$ cat src/rtl/core/pidm_pkg.sv
package pidm_pkg;

  localparam int unsigned MaxLanes   = 4;
  localparam int unsigned ByteW      = 8;
  localparam int unsigned ProdW      = 16;
  localparam int unsigned AccW       = 32;
  localparam int unsigned LaneIdxW   = 2;
  localparam int unsigned PackedW    = 25;
  localparam int unsigned MulW       = 33;
  localparam int unsigned InDataW    = 9 * ByteW;
  localparam int unsigned OutFieldsW = LaneIdxW + 2 * AccW;
  localparam int unsigned OutDataW   = ((OutFieldsW + ByteW - 1) / ByteW) * ByteW;

  typedef logic [ProdW-1:0]    prod_t;
  typedef logic [AccW-1:0]     acc_t;
  typedef logic [LaneIdxW-1:0] lane_idx_t;

  // Queue occupancy seen by both sides
  typedef struct packed {
    logic full;
    logic empty;
  } q_status_t;

endpackage

$ cat src/rtl/core/pidm_front.sv
module pidm_front #(
  parameter int unsigned LANES = 4
) (
  input  logic [pidm_pkg::InDataW-1:0]      s_data_i,
  input  logic                              s_last_i,
  output logic [LANES*2*pidm_pkg::ProdW:0]  q_wdata_o
);

  localparam int unsigned PW = pidm_pkg::ProdW;
  localparam int unsigned BW = pidm_pkg::ByteW;

  logic signed [BW-1:0] act;

  assign act = s_data_i[BW-1:0];

  // Pack both weights into one operand and split the shared product.
  for (genvar n = 0; n < LANES; n++) begin : g_lane
    logic signed [BW-1:0]                 w_lo;
    logic signed [BW-1:0]                 w_hi;
    logic signed [pidm_pkg::PackedW-1:0]  packed_w;
    logic signed [pidm_pkg::MulW-1:0]     prod;
    pidm_pkg::prod_t                      p_lo;
    pidm_pkg::prod_t                      p_hi;

    assign w_lo     = s_data_i[(2*n+1)*BW +: BW];
    assign w_hi     = s_data_i[(2*n+2)*BW +: BW];
    assign packed_w = {w_hi[BW-1], w_hi, {PW{1'b0}}}
                    + {{(pidm_pkg::PackedW-BW){w_lo[BW-1]}}, w_lo};
    assign prod     = act * packed_w;
    assign p_lo     = prod[PW-1:0];
    // add back the borrow taken by a negative low product
    assign p_hi     = prod[2*PW-1:PW] + {{(PW-1){1'b0}}, prod[PW-1]};

    assign q_wdata_o[n*2*PW +: 2*PW] = {p_hi, p_lo};
  end

  assign q_wdata_o[LANES*2*PW] = s_last_i;

endmodule

$ cat src/rtl/core/pidm_fifo.sv
module pidm_fifo #(
  parameter int unsigned Width = 33
) (
  input  logic                 clk_i,
  input  logic                 rst_ni,
  input  logic                 push_i,
  input  logic [Width-1:0]     wdata_i,
  input  logic                 pop_i,
  output logic [Width-1:0]     rdata_o,
  output pidm_pkg::q_status_t  status_o
);

  logic [Width-1:0] mem_q [2];
  logic             wr_ptr_q, wr_ptr_d;
  logic             rd_ptr_q, rd_ptr_d;
  logic [1:0]       count_q, count_d;

  always_comb begin
    wr_ptr_d = push_i ? ~wr_ptr_q : wr_ptr_q;
    rd_ptr_d = pop_i ? ~rd_ptr_q : rd_ptr_q;
    count_d  = count_q;
    if (push_i && !pop_i) begin
      count_d = count_q + 2'd1;
    end else if (pop_i && !push_i) begin
      count_d = count_q - 2'd1;
    end
  end

  always_ff @(posedge clk_i or negedge rst_ni) begin
    if (!rst_ni) begin
      wr_ptr_q <= 1'b0;
      rd_ptr_q <= 1'b0;
      count_q  <= 2'd0;
    end else begin
      wr_ptr_q <= wr_ptr_d;
      rd_ptr_q <= rd_ptr_d;
      count_q  <= count_d;
    end
  end

  always_ff @(posedge clk_i) begin
    if (push_i) begin
      mem_q[wr_ptr_q] <= wdata_i;
    end
  end

  assign rdata_o        = mem_q[rd_ptr_q];
  assign status_o.full  = count_q[1];
  assign status_o.empty = (count_q == 2'd0);

endmodule

$ cat src/rtl/core/pidm_back.sv
module pidm_back #(
  parameter int unsigned LANES = 4
) (
  input  logic                              clk_i,
  input  logic                              rst_ni,
  input  logic [LANES*2*pidm_pkg::ProdW:0]  q_rdata_i,
  input  pidm_pkg::q_status_t               q_status_i,
  output logic                              q_pop_o,
  output logic                              m_valid_o,
  input  logic                              m_ready_i,
  output logic [pidm_pkg::OutDataW-1:0]     m_data_o,
  output logic                              m_last_o
);

  localparam int unsigned PW = pidm_pkg::ProdW;
  localparam int unsigned AW = pidm_pkg::AccW;
  localparam pidm_pkg::lane_idx_t LastLane = pidm_pkg::LaneIdxW'(LANES - 1);

  pidm_pkg::acc_t      acc_lo_q  [LANES];
  pidm_pkg::acc_t      acc_hi_q  [LANES];
  pidm_pkg::acc_t      snap_lo_q [LANES];
  pidm_pkg::acc_t      snap_hi_q [LANES];
  pidm_pkg::acc_t      sum_lo    [LANES];
  pidm_pkg::acc_t      sum_hi    [LANES];
  logic                snap_valid_q, snap_valid_d;
  pidm_pkg::lane_idx_t lane_q, lane_d;
  logic                head_last;
  logic                out_fire;
  logic                snap_done;
  logic                close_run;

  assign head_last = q_rdata_i[LANES*2*PW];
  assign out_fire  = snap_valid_q && m_ready_i;
  assign snap_done = out_fire && (lane_q == LastLane);
  // a last term may enter only when the snapshot bank is free or freeing
  assign q_pop_o   = !q_status_i.empty && (!head_last || !snap_valid_q || snap_done);
  assign close_run = q_pop_o && head_last;

  for (genvar n = 0; n < LANES; n++) begin : g_lane
    pidm_pkg::prod_t p_lo;
    pidm_pkg::prod_t p_hi;

    assign p_lo      = q_rdata_i[n*2*PW +: PW];
    assign p_hi      = q_rdata_i[n*2*PW+PW +: PW];
    assign sum_lo[n] = acc_lo_q[n] + {{(AW-PW){p_lo[PW-1]}}, p_lo};
    assign sum_hi[n] = acc_hi_q[n] + {{(AW-PW){p_hi[PW-1]}}, p_hi};

    always_ff @(posedge clk_i or negedge rst_ni) begin
      if (!rst_ni) begin
        acc_lo_q[n] <= '0;
        acc_hi_q[n] <= '0;
      end else if (q_pop_o) begin
        acc_lo_q[n] <= head_last ? '0 : sum_lo[n];
        acc_hi_q[n] <= head_last ? '0 : sum_hi[n];
      end
    end

    always_ff @(posedge clk_i) begin
      if (close_run) begin
        snap_lo_q[n] <= sum_lo[n];
        snap_hi_q[n] <= sum_hi[n];
      end
    end
  end

  always_comb begin
    snap_valid_d = snap_valid_q;
    lane_d       = lane_q;
    if (close_run) begin
      snap_valid_d = 1'b1;
      lane_d       = '0;
    end else if (snap_done) begin
      snap_valid_d = 1'b0;
    end else if (out_fire) begin
      lane_d = lane_q + pidm_pkg::lane_idx_t'(1);
    end
  end

  always_ff @(posedge clk_i or negedge rst_ni) begin
    if (!rst_ni) begin
      snap_valid_q <= 1'b0;
      lane_q       <= '0;
    end else begin
      snap_valid_q <= snap_valid_d;
      lane_q       <= lane_d;
    end
  end

  assign m_valid_o = snap_valid_q;
  assign m_last_o  = (lane_q == LastLane);
  assign m_data_o  = {{(pidm_pkg::OutDataW-pidm_pkg::OutFieldsW){1'b0}},
                      snap_hi_q[lane_q], snap_lo_q[lane_q], lane_q};

endmodule

$ cat src/rtl/core/packed_int8_dual_mac_array_top.sv
// Channel   Dir  Width  Contents (lowest bit up)
// s_axis    in   72+1   activation, weight_0 .. weight_7; tlast = last_term
// m_axis    out  72+1   lane_index, sum_low, sum_high, zero pad; tlast = last_result
//
// One input transaction per cycle while the queue is not full; a last term adds LANES results
// on m_axis, limited by the single output port walking the lanes in order.
// Products are formed combinationally and registered into a two-entry queue; accumulation and snapshot follow.
// Reset clears the accumulators, queue pointers and output state.
// s_axis stalls only when the queue is full; a last term waits in the queue
// while an earlier snapshot is still being drained.
module packed_int8_dual_mac_array_top #(
  parameter int unsigned LANES = 4
) (
  input  logic                           clk_i,
  input  logic                           rst_ni,
  input  logic                           s_axis_tvalid,
  output logic                           s_axis_tready,
  input  logic [pidm_pkg::InDataW-1:0]   s_axis_tdata,  // activation, weight_0..weight_7
  input  logic                           s_axis_tlast,
  output logic                           m_axis_tvalid,
  input  logic                           m_axis_tready,
  output logic [pidm_pkg::OutDataW-1:0]  m_axis_tdata,  // lane_index, sum_low, sum_high
  output logic                           m_axis_tlast
);

  localparam int unsigned QW = LANES * 2 * pidm_pkg::ProdW + 1;

  logic [QW-1:0]       q_wdata;
  logic [QW-1:0]       q_rdata;
  logic                q_push;
  logic                q_pop;
  pidm_pkg::q_status_t q_status;

  assign s_axis_tready = !q_status.full;
  assign q_push        = s_axis_tvalid && s_axis_tready;

  pidm_front #(.LANES(LANES)) u_front (
    .s_data_i  (s_axis_tdata),
    .s_last_i  (s_axis_tlast),
    .q_wdata_o (q_wdata)
  );

  pidm_fifo #(.Width(QW)) u_fifo (
    .clk_i    (clk_i),
    .rst_ni   (rst_ni),
    .push_i   (q_push),
    .wdata_i  (q_wdata),
    .pop_i    (q_pop),
    .rdata_o  (q_rdata),
    .status_o (q_status)
  );

  pidm_back #(.LANES(LANES)) u_back (
    .clk_i      (clk_i),
    .rst_ni     (rst_ni),
    .q_rdata_i  (q_rdata),
    .q_status_i (q_status),
    .q_pop_o    (q_pop),
    .m_valid_o  (m_axis_tvalid),
    .m_ready_i  (m_axis_tready),
    .m_data_o   (m_axis_tdata),
    .m_last_o   (m_axis_tlast)
  );

endmodule
$ cat config.mk
export PLATFORM = sky130hd
export DESIGN_NAME = packed_int8_dual_mac_array_top
export DESIGN_NICKNAME = d
export VERILOG_FILES = /design/src/rtl/core/pidm_pkg.sv /design/src/rtl/core/pidm_front.sv /design/src/rtl/core/pidm_fifo.sv /design/src/rtl/core/pidm_back.sv /design/src/rtl/core/packed_int8_dual_mac_array_top.sv
export SDC_FILE = /design/constraint.sdc
export NUM_CORES = 2
export LEC_CHECK = 0
export BUFFER_PORTS_ARGS = -buffer_cell sky130_fd_sc_hd__buf_2
export CORE_UTILIZATION = 65
export DETAILED_ROUTE_END_ITERATION = 10
export PLACE_DENSITY = 0.85
export RECOVER_POWER = 50
export REMOVE_ABC_BUFFERS = 1
export SLEW_MARGIN = 40
export SYNTH_ARGS = -nofsm -noshare
export SYNTH_HDL_FRONTEND = slang
export SYNTH_HIERARCHICAL = 1
export SYNTH_SLANG_ARGS = --single-unit
$ cat constraint.sdc
create_clock -name clk_i -period 10.5 [get_ports clk_i]
set_input_delay 0.525 -clock clk_i [delete_from_list [all_inputs] [get_ports clk_i]]
set_output_delay 0.525 -clock clk_i [all_outputs]
set_load 0.05 [all_outputs]
==> run_summary.xml <==
<?xml version="1.0" encoding="UTF-8"?>
<metrics>
  <group name="route">
    <metric name="drt-vias-per-instance" unit="">6.21</metric>
    <metric name="firstDrtPassIters" unit="">8</metric>
    <metric name="drtAntennaViolNets" unit="">0</metric>
    <metric name="route.detailed.wl_per_inst" unit="um">20.8</metric>
    <metric name="drt-total-wl" unit="um">165000</metric>
    <metric name="dr.first_iter.drc_count" unit="">4102</metric>
    <metric name="count_of_vias_placed_by_the_detailed_router" unit="">49200</metric>
    <metric name="route.detailed.drc" unit="">0</metric>
  </group>
  <group name="job">
    <metric name="max_cap_viol_count" unit="">16</metric>
  </group>
  <group name="sta">
    <metric name="worst-slew-pin-transition" unit="ns">5.05</metric>
    <metric name="period_share" unit="">0.815</metric>
    <metric name="postLayoutSetupSlackWorst" unit="ns">1.94</metric>
    <metric name="rsz0062_at_grt" unit="">no</metric>
    <metric name="fin_max_slew_vios" unit="">803</metric>
    <metric name="fin_worst_hold_slack" unit="ns">0.0804</metric>
    <metric name="fin_tns_setup" unit="ns">0</metric>
    <metric name="clock_skew" unit="ns">0.0238</metric>
    <metric name="fmax" unit="MHz">117</metric>
    <metric name="setup_viol_count_final" unit="">0</metric>
    <metric name="post-route-min-period" unit="ns">8.56</metric>
    <metric name="report.final.hold_viol_count" unit="">0</metric>
    <metric name="max-slew-margin-rel" unit="">-2.37</metric>
  </group>
  <group name="synthesis">
    <metric name="synth_simple_gate_area_share" unit="">0.119</metric>
    <metric name="ys_seq_elements" unit="">777</metric>
    <metric name="syn_avg_cell_area" unit="um^2">10.6</metric>
    <metric name="synth.area.mux_share" unit="">0.0447</metric>
    <metric name="synthDominantAreaCellType" unit="">edfxtp_1</metric>
    <metric name="post_synth_xor_area_fraction" unit="">0.0573</metric>
    <metric name="post_synth_fa_ha_maj_area_fraction" unit="">0.256</metric>
    <metric name="number_of_enable_flip_flop_cells_after_synthesis" unit="">514</metric>
    <metric name="synth_top_family_by_area" unit="">adder cells</metric>
    <metric name="synth_area" unit="um^2">68000</metric>
    <metric name="post-synth-top-area-fraction" unit="">0.227</metric>
    <metric name="yosys_most_used_dff" unit="">edfxtp_1</metric>
    <metric name="synth_seq_area_share" unit="">0.324</metric>
    <metric name="synth.lib_cells_used.distinct" unit="">117</metric>
    <metric name="yosys_warnings" unit="">6</metric>
    <metric name="ys_top_cells_by_area" unit="">edfxtp_1 23%, fa_1 16%, dfrtp_1 9.7%</metric>
    <metric name="synth_cells" unit="">6444</metric>
    <metric name="ys_async_sr_fraction" unit="">0.338</metric>
    <metric name="synth_compound_gate_area_share" unit="">0.137</metric>
  </group>
  <group name="hold_path">
    <metric name="worstHoldPathCells" unit="">1</metric>
    <metric name="hold_path.class" unit="">input pin to register</metric>
  </group>
  <group name="floorplan">
    <metric name="chipHeight" unit="um">325</metric>
    <metric name="site_row_count" unit="">118</metric>
    <metric name="initial_utilization" unit="">0.656</metric>
    <metric name="die_footprint" unit="um^2">106000</metric>
    <metric name="core_box_area" unit="um^2">104000</metric>
    <metric name="die_w" unit="um">325</metric>
    <metric name="ios" unit="">152</metric>
  </group>
  <group name="finish">
    <metric name="area_growth_syn_to_layout" unit="%">6.53</metric>
    <metric name="num-nets-final" unit="">7623</metric>
    <metric name="most_common_cell_after_layout_fill_and_taps_aside" unit="">inv_1</metric>
    <metric name="fill_cells" unit="">7269</metric>
    <metric name="most-common-layout-cells" unit="">847 x inv_1, 544 x fa_1, 522 x ha_1, 514 x edfxtp_1, 410 x and2_1</metric>
    <metric name="drive_gt1_frac" unit="">0.0743</metric>
  </group>
  <group name="global_routing">
    <metric name="maximum_number_of_pins_on_one_net_before_global_route_repair" unit="">168</metric>
    <metric name="global_route.overflow_total" unit="">0</metric>
    <metric name="antenna_found_initial" unit="">12</metric>
    <metric name="grtUsageTotal" unit="">0.312</metric>
    <metric name="global_route_wire_length_before_repair" unit="um">265000</metric>
    <metric name="first_global_vias" unit="">50200</metric>
  </group>
  <group name="placement">
    <metric name="preCtsSetupSlack" unit="ns">3.08</metric>
    <metric name="gp_congestion" unit="">0.934</metric>
    <metric name="port_bufs" unit="">145</metric>
    <metric name="detailedPlacementHpwl" unit="um">121000</metric>
  </group>
  <group name="setup_path">
    <metric name="crit_path_end_kind" unit="">register</metric>
    <metric name="path_delay_family" unit="">buffers and inverters</metric>
    <metric name="cells_traversed_along_the_worst_timing_path" unit="">clkbuf_1 &gt; mux2_2 &gt; buf_4 &gt; a21o_4 &gt; clkbuf_1 &gt; o21ai_0</metric>
    <metric name="worst_path_buffer_plus_inverter_count" unit="">3</metric>
    <metric name="cp_common_cell" unit="">clkbuf_1</metric>
    <metric name="cp.required" unit="ns">10.82</metric>
    <metric name="worst-r2r-cell-count" unit="">6</metric>
    <metric name="cell_with_the_biggest_individual_delay_on_the_critical_path" unit="">clkbuf_1</metric>
    <metric name="critical_path_depth" unit="">6</metric>
    <metric name="cp_max_fo" unit="">77</metric>
    <metric name="worst-setup-path-type" unit="">register to register</metric>
    <metric name="critical_path.startpoint_type" unit="">register</metric>
    <metric name="slowest_delay" unit="ns">2.91</metric>
    <metric name="arrival_time_worst_endpoint" unit="ns">8.88</metric>
  </group>
  <group name="cts">
    <metric name="cts.clk_slew.worst_paths" unit="ns">0.07</metric>
    <metric name="setup_fix_bufs_post_cts" unit="">0</metric>
    <metric name="clock_tree.buffer_depth" unit="">3</metric>
    <metric name="cts_buffers" unit="">78</metric>
    <metric name="clock_latency" unit="ns">0.64</metric>
    <metric name="cts_root_buffer" unit="">clkbuf_16</metric>
    <metric name="htree_levels" unit="">3</metric>
    <metric name="tritoncts" unit="">done</metric>
    <metric name="clkSinkCount" unit="">777</metric>
  </group>
  <group name="run_status">
    <metric name="run_status" unit="">finished, violations left</metric>
    <metric name="violations" unit="">max-capacitance violations, max-slew violations</metric>
  </group>
</metrics>
## flip-flops by register name, summed over array words and instances, names as in the netlist
signal            flops
u_back/acc_hi_q     128
u_back/acc_lo_q     128
u_fifo/rd_ptr_q       1
u_fifo/count_q        2
u_back/snap_hi_q    128
u_back/m_valid_o      1
u_back/snap_lo_q    128
u_back/lane_q         2
u_fifo/mem_q        258
u_fifo/wr_ptr_q       1
## cell families after synthesis
| family | after synthesis |
|---|---|
| and+or+nand+nor | 1534 |
| AOI/OAI and AO/OA | 1341 |
| buffers and inverters | 1080 |
| adders and majority gates | 1066 |
| DFF | 777 |
| xor gates and xnor gates | 438 |
| muxes | 207 |
| other | 1 |
## metrics by stage
stage	utilization	instance area (um^2)	std cells
2_1_floorplan	-	66900	6217
3_3_place_gp	0.673	69700	7773
3_5_place_dp	0.673	69800	7776
4_1_cts	0.700	72500	7921
5_1_grt	0.699	72400	7926
6_report	0.699	72400	7926
## final cells by class
cell class | count | area [um^2] | area share
inverters | 848 | 3180 | 0.0439
flip-flops and latches | 777 | 22000 | 0.304
repair buffers | 183 | 1010 | 0.0139
multi-input cells | 4592 | 41800 | 0.577
well taps | 1380 | 1730 | 0.0238
clock inverters | 44 | 574 | 0.00793
diodes | 2 | 5.00 | 0.0000691
clock buffers | 100 | 2140 | 0.0295
## cells in the mapped netlist, types with 39 or more instances
cell        n
and2_1    430
xor2_1    145
mux4_2     64
clkbuf_1  186
ha_1      522
mux2_2    131
nand3_1    87
fa_1      544
edfxtp_1  514
a21o_1    178
nor3_1     68
o21a_1     43
inv_1     847
dfrtp_1   263
nor2_1    266
o21bai_1   63
nand2_1   353
nand2b_1   66
nand4_1    61
o21ai_0   175
xnor2_1   289
o211ai_1   39
a21oi_1   359
a22o_1    210
## worst reg2reg max path, stage by stage (launching register included)
cell and delay, ns:
dfrtp_1 1.43, clkbuf_1 1.79, mux2_2 0.44, buf_4 0.40, a21o_4 0.69, clkbuf_1 2.91, o21ai_0 0.59
## routing by layer
metal,track usage,vias up,share of wire
met4,0.130,20,0.043
met5,0,-,0.00073
li1,-,22400,-
met2,0.508,1945,0.47
met3,0.0488,435,0.073
met1,0.420,24400,0.41
## path summary, 6_finish.rpt
check                                                start                                to  slack [ns]
hold reg to reg            u_back/acc_hi_q[64]$_DFFE_PN0P_   u_back/acc_hi_q[64]$_DFFE_PN0P_        0.48
min in group asynchronous                           rst_ni  u_back/acc_lo_q[120]$_DFFE_PN0P_        2.29
setup reg to reg               u_fifo/rd_ptr_q$_DFFE_PN0P_   u_back/acc_lo_q[98]$_DFFE_PN0P_        1.94
setup / recovery               u_fifo/rd_ptr_q$_DFFE_PN0P_   u_back/acc_lo_q[98]$_DFFE_PN0P_        1.94
hold / removal                                s_axis_tlast    u_fifo/mem_q[1][128]$_DFFE_PP_        0.08
max in group asynchronous                           rst_ni    u_back/acc_hi_q[6]$_DFFE_PN0P_        4.14
## repair_timing
action,4_1_cts,5_1_grt
gates resized for setup,0,0
setup endpoints to repair,0,0
hold buffers,1,0
hold endpoints to repair,80,0
Power is not shown: default switching activity piles up to over one toggle a cycle in this logic, so the estimate is an artifact.
